File: config.mk
export PLATFORM = sky130hd
export DESIGN_NAME = hsv_to_rgb_converter
export DESIGN_NICKNAME = d
export VERILOG_FILES = /design/src/rtl/hsvrgb_pkg.sv /design/src/rtl/hsv_to_rgb_converter.sv /design/src/rtl/hsvrgb_fxmul.sv
export SDC_FILE = /design/constraint.sdc
export NUM_CORES = 2
export LEC_CHECK = 0
export BUFFER_PORTS_ARGS = -buffer_cell sky130_fd_sc_hd__buf_2
export CORE_MARGIN = 2
export CORE_UTILIZATION = 45
export DETAILED_ROUTE_END_ITERATION = 12
export RECOVER_POWER = 50
export SLEW_MARGIN = 20
export SYNTH_ARGS = -nofsm -noshare
export SYNTH_HDL_FRONTEND = slang
export SYNTH_SLANG_ARGS = --single-unit
File: constraint.sdc
create_clock -name clk -period 18.7 [get_ports clk]
set_clock_uncertainty 0.2 [all_clocks]
set_input_delay 4.675 -clock clk [delete_from_list [all_inputs] [get_ports clk]]
set_output_delay 4.675 -clock clk [all_outputs]
set_load 0.1 [all_outputs]
File: src/rtl/hsvrgb_pkg.sv
// ----------------------------------------------------------------------------
// hsvrgb_pkg: shared types, constants and helpers
// fixed-point format, sector codes, clamp and byte scaling
// ----------------------------------------------------------------------------
`default_nettype none

package hsvrgb_pkg;

	localparam int FRAC_BITS   = 16;
	localparam int UNIT_W      = FRAC_BITS + 1;   // holds 0..one inclusive
	localparam int IN_W        = 32;
	localparam int BYTE_W      = 8;
	localparam int PIPE_STAGES = 4;
	localparam int CNT_W       = $clog2(PIPE_STAGES + 1);

	typedef logic [UNIT_W-1:0]    unit_t;
	typedef logic [FRAC_BITS-1:0] frac_t;
	typedef logic [2:0]           sector_t;
	typedef logic [BYTE_W-1:0]    byte_t;

	localparam unit_t            UNIT_ONE = unit_t'(1) << FRAC_BITS;
	localparam logic [IN_W-1:0]  WORD_ONE = IN_W'(1) << FRAC_BITS;

	// hue sectors, sector wrap marks hue of exactly one
	localparam sector_t SECT_RED_YEL = 3'd0;
	localparam sector_t SECT_YEL_GRN = 3'd1;
	localparam sector_t SECT_GRN_CYN = 3'd2;
	localparam sector_t SECT_CYN_BLU = 3'd3;
	localparam sector_t SECT_BLU_MAG = 3'd4;
	localparam sector_t SECT_MAG_RED = 3'd5;
	localparam sector_t SECT_WRAP    = 3'd6;

	// clamp a signed fixed-point word to 0..one
	function automatic unit_t clamp_unit(input logic [IN_W-1:0] raw);
		unit_t res;
		if (raw[IN_W-1]) begin
			res = '0;
		end else if (raw > WORD_ONE) begin
			res = UNIT_ONE;
		end else begin
			res = raw[UNIT_W-1:0];
		end
		return res;
	endfunction

	// floor(255 * c) with clamp to one byte
	function automatic byte_t to_byte(input unit_t c);
		logic [UNIT_W+7:0] prod;
		logic [8:0]        q;
		prod = {c, 8'd0} - {8'd0, c};
		q    = prod[FRAC_BITS +: 9];
		return (q > 9'd255) ? 8'hff : q[7:0];
	endfunction

endpackage

`default_nettype wire

File: src/rtl/hsv_to_rgb_converter.sv
// ----------------------------------------------------------------------------
// hsv_to_rgb_converter: HSV to RGB pixel converter, four-stage pipeline
// inputs pass stage registers s1..s4 before the result shows; one pixel per
// cycle unless stalled; multipliers in stages 2 and 3; stalls back up stage
// by stage; reset clears the stage valid bits only, the pipe comes up empty
// ----------------------------------------------------------------------------
`default_nettype none

module hsv_to_rgb_converter (
	input  wire                      clk,
	input  wire                      arst_n,
	// hsv side
	input  wire                      hsv_valid,
	output logic                     hsv_ready,
	input  wire  signed [31:0]       hue,
	input  wire  signed [31:0]       saturation,
	input  wire  signed [31:0]       brightness,
	// rgb side
	output logic                     rgb_valid,
	input  wire                      rgb_ready,
	output hsvrgb_pkg::byte_t        red,
	output hsvrgb_pkg::byte_t        green,
	output hsvrgb_pkg::byte_t        blue
);

	// per-stage valid and advance; a stage takes new data when empty or
	// when the stage after it moves on, so bubbles collapse under a stall
	logic valid_s1, valid_s2, valid_s3, valid_s4;
	logic ready_s1, ready_s2, ready_s3, ready_s4;

	assign ready_s4  = !valid_s4 || rgb_ready;
	assign ready_s3  = !valid_s3 || ready_s4;
	assign ready_s2  = !valid_s2 || ready_s3;
	assign ready_s1  = !valid_s1 || ready_s2;
	assign hsv_ready = ready_s1;

	always_ff @(posedge clk or negedge arst_n) begin
		if (!arst_n) begin
			valid_s1 <= 1'b0;
			valid_s2 <= 1'b0;
			valid_s3 <= 1'b0;
			valid_s4 <= 1'b0;
		end else begin
			if (ready_s1) valid_s1 <= hsv_valid;
			if (ready_s2) valid_s2 <= valid_s1;
			if (ready_s3) valid_s3 <= valid_s2;
			if (ready_s4) valid_s4 <= valid_s3;
		end
	end

	// ------------------------------------------------------------------
	// stage 1: clamp inputs, hue times six into sector and fraction
	// ------------------------------------------------------------------
	hsvrgb_pkg::unit_t               h_c, s_c, v_c;
	logic [hsvrgb_pkg::UNIT_W+2:0]   h6;
	hsvrgb_pkg::sector_t             sect_raw, sect_c;
	hsvrgb_pkg::frac_t               frac_c;

	assign h_c = hsvrgb_pkg::clamp_unit(hue);
	assign s_c = hsvrgb_pkg::clamp_unit(saturation);
	assign v_c = hsvrgb_pkg::clamp_unit(brightness);

	// times six as (h << 2) + (h << 1)
	assign h6 = {1'b0, h_c, 2'b00} + {2'b00, h_c, 1'b0};
	assign sect_raw = h6[hsvrgb_pkg::FRAC_BITS +: 3];

	always_comb begin
		sect_c = sect_raw;
		frac_c = h6[hsvrgb_pkg::FRAC_BITS-1:0];
		// hue of exactly one folds back onto the start of the wheel
		if (sect_raw >= hsvrgb_pkg::SECT_WRAP) begin
			sect_c = hsvrgb_pkg::SECT_RED_YEL;
			frac_c = '0;
		end
	end

	hsvrgb_pkg::unit_t   s_s1, v_s1;
	hsvrgb_pkg::frac_t   f_s1;
	hsvrgb_pkg::sector_t sect_s1;

	always_ff @(posedge clk) begin
		if (ready_s1) begin
			s_s1    <= s_c;
			v_s1    <= v_c;
			f_s1    <= frac_c;
			sect_s1 <= sect_c;
		end
	end

	// ------------------------------------------------------------------
	// stage 2: s*f and s*(1-f), then the three (1 - ...) factors
	// ------------------------------------------------------------------
	hsvrgb_pkg::unit_t f_u, f_inv, sf, sf_inv;

	assign f_u   = {1'b0, f_s1};
	assign f_inv = hsvrgb_pkg::UNIT_ONE - f_u;

	hsvrgb_fxmul u_mul_sf (
		.a (s_s1),
		.b (f_u),
		.p (sf)
	);

	hsvrgb_fxmul u_mul_sfinv (
		.a (s_s1),
		.b (f_inv),
		.p (sf_inv)
	);

	hsvrgb_pkg::unit_t   v_s2, fx_s2, fy_s2, fz_s2;
	hsvrgb_pkg::sector_t sect_s2;

	always_ff @(posedge clk) begin
		if (ready_s2) begin
			v_s2    <= v_s1;
			fx_s2   <= hsvrgb_pkg::UNIT_ONE - s_s1;     // 1 - s
			fy_s2   <= hsvrgb_pkg::UNIT_ONE - sf;       // 1 - s*f
			fz_s2   <= hsvrgb_pkg::UNIT_ONE - sf_inv;   // 1 - s*(1-f)
			sect_s2 <= sect_s1;
		end
	end

	// ------------------------------------------------------------------
	// stage 3: scale the three factors by v
	// ------------------------------------------------------------------
	hsvrgb_pkg::unit_t x_c, y_c, z_c;

	hsvrgb_fxmul u_mul_x (
		.a (v_s2),
		.b (fx_s2),
		.p (x_c)
	);

	hsvrgb_fxmul u_mul_y (
		.a (v_s2),
		.b (fy_s2),
		.p (y_c)
	);

	hsvrgb_fxmul u_mul_z (
		.a (v_s2),
		.b (fz_s2),
		.p (z_c)
	);

	hsvrgb_pkg::unit_t   v_s3, x_s3, y_s3, z_s3;
	hsvrgb_pkg::sector_t sect_s3;

	always_ff @(posedge clk) begin
		if (ready_s3) begin
			v_s3    <= v_s2;
			x_s3    <= x_c;
			y_s3    <= y_c;
			z_s3    <= z_c;
			sect_s3 <= sect_s2;
		end
	end

	// ------------------------------------------------------------------
	// stage 4: route sources by sector, scale to bytes; output register
	// ------------------------------------------------------------------
	hsvrgb_pkg::unit_t r_c, g_c, b_c;

	always_comb begin
		unique case (sect_s3)
			hsvrgb_pkg::SECT_RED_YEL: begin
				r_c = v_s3; g_c = z_s3; b_c = x_s3;
			end
			hsvrgb_pkg::SECT_YEL_GRN: begin
				r_c = y_s3; g_c = v_s3; b_c = x_s3;
			end
			hsvrgb_pkg::SECT_GRN_CYN: begin
				r_c = x_s3; g_c = v_s3; b_c = z_s3;
			end
			hsvrgb_pkg::SECT_CYN_BLU: begin
				r_c = x_s3; g_c = y_s3; b_c = v_s3;
			end
			hsvrgb_pkg::SECT_BLU_MAG: begin
				r_c = z_s3; g_c = x_s3; b_c = v_s3;
			end
			// magenta to red, and codes that never occur after the wrap
			default: begin
				r_c = v_s3; g_c = x_s3; b_c = y_s3;
			end
		endcase
	end

	hsvrgb_pkg::byte_t red_s4, green_s4, blue_s4;

	always_ff @(posedge clk) begin
		if (ready_s4) begin
			red_s4   <= hsvrgb_pkg::to_byte(r_c);
			green_s4 <= hsvrgb_pkg::to_byte(g_c);
			blue_s4  <= hsvrgb_pkg::to_byte(b_c);
		end
	end

	// result transfer straight from the last stage
	assign rgb_valid = valid_s4;
	assign red       = red_s4;
	assign green     = green_s4;
	assign blue      = blue_s4;

endmodule

`default_nettype wire

File: src/rtl/hsvrgb_fxmul.sv
// ----------------------------------------------------------------------------
// hsvrgb_fxmul: unit-range fixed-point multiply
// product of two 0..one values, truncated back to the fraction width
// ----------------------------------------------------------------------------
`default_nettype none

module hsvrgb_fxmul (
	input  wire hsvrgb_pkg::unit_t a,
	input  wire hsvrgb_pkg::unit_t b,
	output hsvrgb_pkg::unit_t      p
);

	logic [2*hsvrgb_pkg::UNIT_W-1:0] prod;

	assign prod = {{hsvrgb_pkg::UNIT_W{1'b0}}, a} * {{hsvrgb_pkg::UNIT_W{1'b0}}, b};

	// both operands are at most one, so the shifted product fits the unit width
	assign p = prod[hsvrgb_pkg::FRAC_BITS +: hsvrgb_pkg::UNIT_W];

endmodule

`default_nettype wire

==> impl_metrics.csv <==
group,metric,value,unit
outcome,status,"complete, but fails checks",
outcome,violations,"capacitance limit, slew limit",
logic_synthesis,syn_inst,6087,
clocking,clock_latency,620,ps
detailed_routing,ant_nets,0,
logic_synthesis,synthXorXnorAreaFrac,2.95,%
setup_path,crit_fanout,5,
detailed_routing,dr.first_iter.drc_count,2536,
setup_path,critPathRequiredTime,13820,ps
setup_path,crit_family,"simple AND/OR/NAND/NOR gates",
setup_path,critPathLaunchType,"input port",
setup_path,cp_cell_sequence,"buf_2, nor2b_1, nand4_1, buf_2",
sta,slew_viol_final,716,
sta,worstMarginPinSlew,3930,ps
floorplan,core,123000,um2
setup_path,r2r_cells,24,
detailed_routing,drt-total-wl,142,mm
clocking,clock_sink_count,222,
setup_path,r2r-end,"x_s3[16]$_DFFE_PP_",
detailed_routing,viasPerCell,5.27,
logic_synthesis,synth_top_family_by_area,"adder cells",
floorplan,die-area,127000,um2
sta,relSlewSlack,-162,%
logic_synthesis,ys_warn_count,0,
logic_synthesis,synth_cell_type_count,101,
logic_synthesis,synth_most_common_cell,"inv_1",
setup_path,rrSetupSlack,8270,ps
detailed_routing,vias,40300,
worst_hold_path,holdPathEnd,"v_s2[12]$_DFFE_PP_",
logic_synthesis,synth_edf_count,218,
final_layout,nets,7725,
logic_synthesis,seq_area_frac_synth,11.9,%
setup_path,cp.arrival,5710,ps
final_layout,fillCellCount,11900,
sta,grt_setup_unrepaired,"false",
floorplan,die-width,356,um
logic_synthesis,netlist_top_cells_count,"1,256 x inv_1, 1,063 x fa_1, 1,026 x nand2_1",
logic_synthesis,synth-compound-area-share,5.10,%
final_layout,fin_cells,7651,
sta,finalCritPeriodShare,56.6,%
worst_hold_path,min_path_type,"reg2reg",
setup_path,critPathCaptureType,"output port",
sta,setup_viol,0,
sta,timing.hold.ws,221,ps
floorplan,start_util,45.2,%
logic_synthesis,ys_top_cells_by_area,"fa_1 38%, ha_1 13%, edfxtp_1 12%",
place,dp_hpwl,106,mm
logic_synthesis,ys_ff_latch,222,
final_layout,drive_gt1_share,4.67,%
global_routing,grt_pass1_wl,232,mm
setup_path,path_buf_inv,2,
detailed_routing,wl_per_cell,18.6,um
global_routing,grt_util_all_layers,23.1,%
logic_synthesis,yosysTopAreaCell,"fa_1",
clocking,clock_path_buffers,3,
final_layout,syn_to_final_growth,4.94,%
logic_synthesis,synth_simple_gate_area_share,16.7,%
sta,fin_crit,10590,ps
logic_synthesis,syn_nets,7820,
setup_path,worstReg2RegStart,"v_s2[6]$_DFFE_PP_",
sta,fin_setup_tns,0,ps
global_routing,grt-ovfl-total,0,
run,max-cap-violations,19,
clocking,cts_resized,0,
global_routing,grt_pass1_vias,43100,
logic_synthesis,async_flop_share,1.80,%
logic_synthesis,synthFlopType,"edfxtp_1",
setup_path,crit_slowest_cell,"nor2b_1",
worst_hold_path,holdCritStartpoint,"v_s1[12]$_SDFFCE_PP0P_",
place,port_buffers,125,
clocking,cts_tree,"built",
setup_path,crit_top_cell,"buf_2",
clocking,cts_root_buf,"clkbuf_16",
floorplan,ios,126,
logic_synthesis,synth_area_per_cell,9.18,um2
place,place_congestion,0.858,
detailed_routing,first_pass_iters,5,
clocking,cts_setup_buffers,0,
logic_synthesis,synth_top_area_share,38.1,%
clocking,htree_levels,1,
clocking,ctsHoldBuffers,0,
worst_hold_path,whs_path_depth,0,
sta,fmax,0.0944,GHz
global_routing,grt_max_degree,98,
logic_synthesis,synthAdderAreaFrac,50.9,%
clocking,path_clk_slew,60,ps
setup_path,crit_type,"in2out",
setup_path,slowest_delay,420,ps
sta,finalHoldViolCount,0,
logic_synthesis,netlist_area,55900,um2
floorplan,dieHeight,356,um
logic_synthesis,synth_mux_area_share,1.62,%
floorplan,num_rows,129,
place,dp_cells,7599,
global_routing,antenna_found_initial,4,
detailed_routing,drc,0,
clocking,cts_buffers,27,
## metal layers
| layer | vias up | GRT usage (%) | wire length, um |
|---|---|---|---|
| li1 | 18400 | - | - |
| met5 | - | 0 | 13 |
| met4 | 2 | 6.51 | 4680 |
| met1 | 20500 | 30.8 | 61300 |
| met2 | 1179 | 39.4 | 67500 |
| met3 | 244 | 3.09 | 8690 |
## metrics by stage
stage	worst slack, ps	util, %	instance area [um2]
after floorplan	6590	-	55900
after global placement	8070	46.8	57800
after detailed placement	8070	46.8	57800
after CTS	8070	47.6	58800
after global routing	7740	47.5	58600
final	8110	47.5	58600
## worst max path at each step
| stage | start | to | slack (ps) | depth (start not counted) |
|---|---|---|---|---|
| after CTS | rgb_ready | hsv_ready | 8070 | 4 |
| after floorplan | rgb_ready | hsv_ready | 6590 | 2 |
| after global placement | rgb_ready | hsv_ready | 8070 | 4 |
| final | rgb_ready | hsv_ready | 8110 | 4 |
| after detailed placement | rgb_ready | hsv_ready | 8070 | 4 |
| after global routing | v_s2[6]$_DFFE_PP_ | x_s3[16]$_DFFE_PP_ | 7740 | 24 |
## logic make-up after synthesis
| kind of cell | Yosys count |
|---|---|
| compound gates | 430 |
| fa+ha+maj | 1633 |
| buf+inv | 1582 |
| xor+xnor | 187 |
| mux | 86 |
| flops | 222 |
| simple gates | 1947 |
## layout by cell type (no fill, tap or decap), drive strengths merged, types with 12 or more instances in the layout
| cell type | Yosys | routed |
|---|---|---|
| edfxtp | 218 | 218 |
| fa | 1063 | 1063 |
| clkbuf | 283 | 54 |
| xor2 | 70 | 70 |
| and2 | 513 | 513 |
| xnor2 | 117 | 117 |
| nor3 | 49 | 49 |
| nand3 | 34 | 34 |
| or2 | 13 | 13 |
| ha | 570 | 570 |
| o21a | 13 | 13 |
| o21ai | 85 | 85 |
| or3 | 19 | 19 |
| o211ai | 15 | 15 |
| o22ai | 14 | 14 |
| nor4 | 38 | 38 |
| inv | 1257 | 1262 |
| and3 | 24 | 24 |
| a31oi | 15 | 15 |
| nand2b | 15 | 15 |
| mux2 | 22 | 22 |
| buf | 42 | 176 |
| nor2 | 126 | 126 |
| a21o | 45 | 45 |
| nand2 | 1028 | 1028 |
| o21bai | 12 | 12 |
| a21oi | 139 | 139 |
| nand4 | 20 | 20 |
| nor2b | 25 | 25 |
| mux2i | 64 | 64 |
| a211oi | 16 | 16 |
## area by class of cell
type | instances | area [um2] | share of cell area, %
multi-input cells | 4283 | 43200 | 73.7
flip-flops and latches | 222 | 6650 | 11.3
inverters | 1257 | 4720 | 8.05
well taps | 1637 | 2050 | 3.49
repair buffers | 201 | 1100 | 1.88
clock buffers | 29 | 683 | 1.17
clock inverters | 20 | 240 | 0.410
diodes | 2 | 5.00 | 0.00854
Power is left out: the tool's default activity adds up to more than one toggle a clock period on the data nets, which glitch-free logic cannot reach.
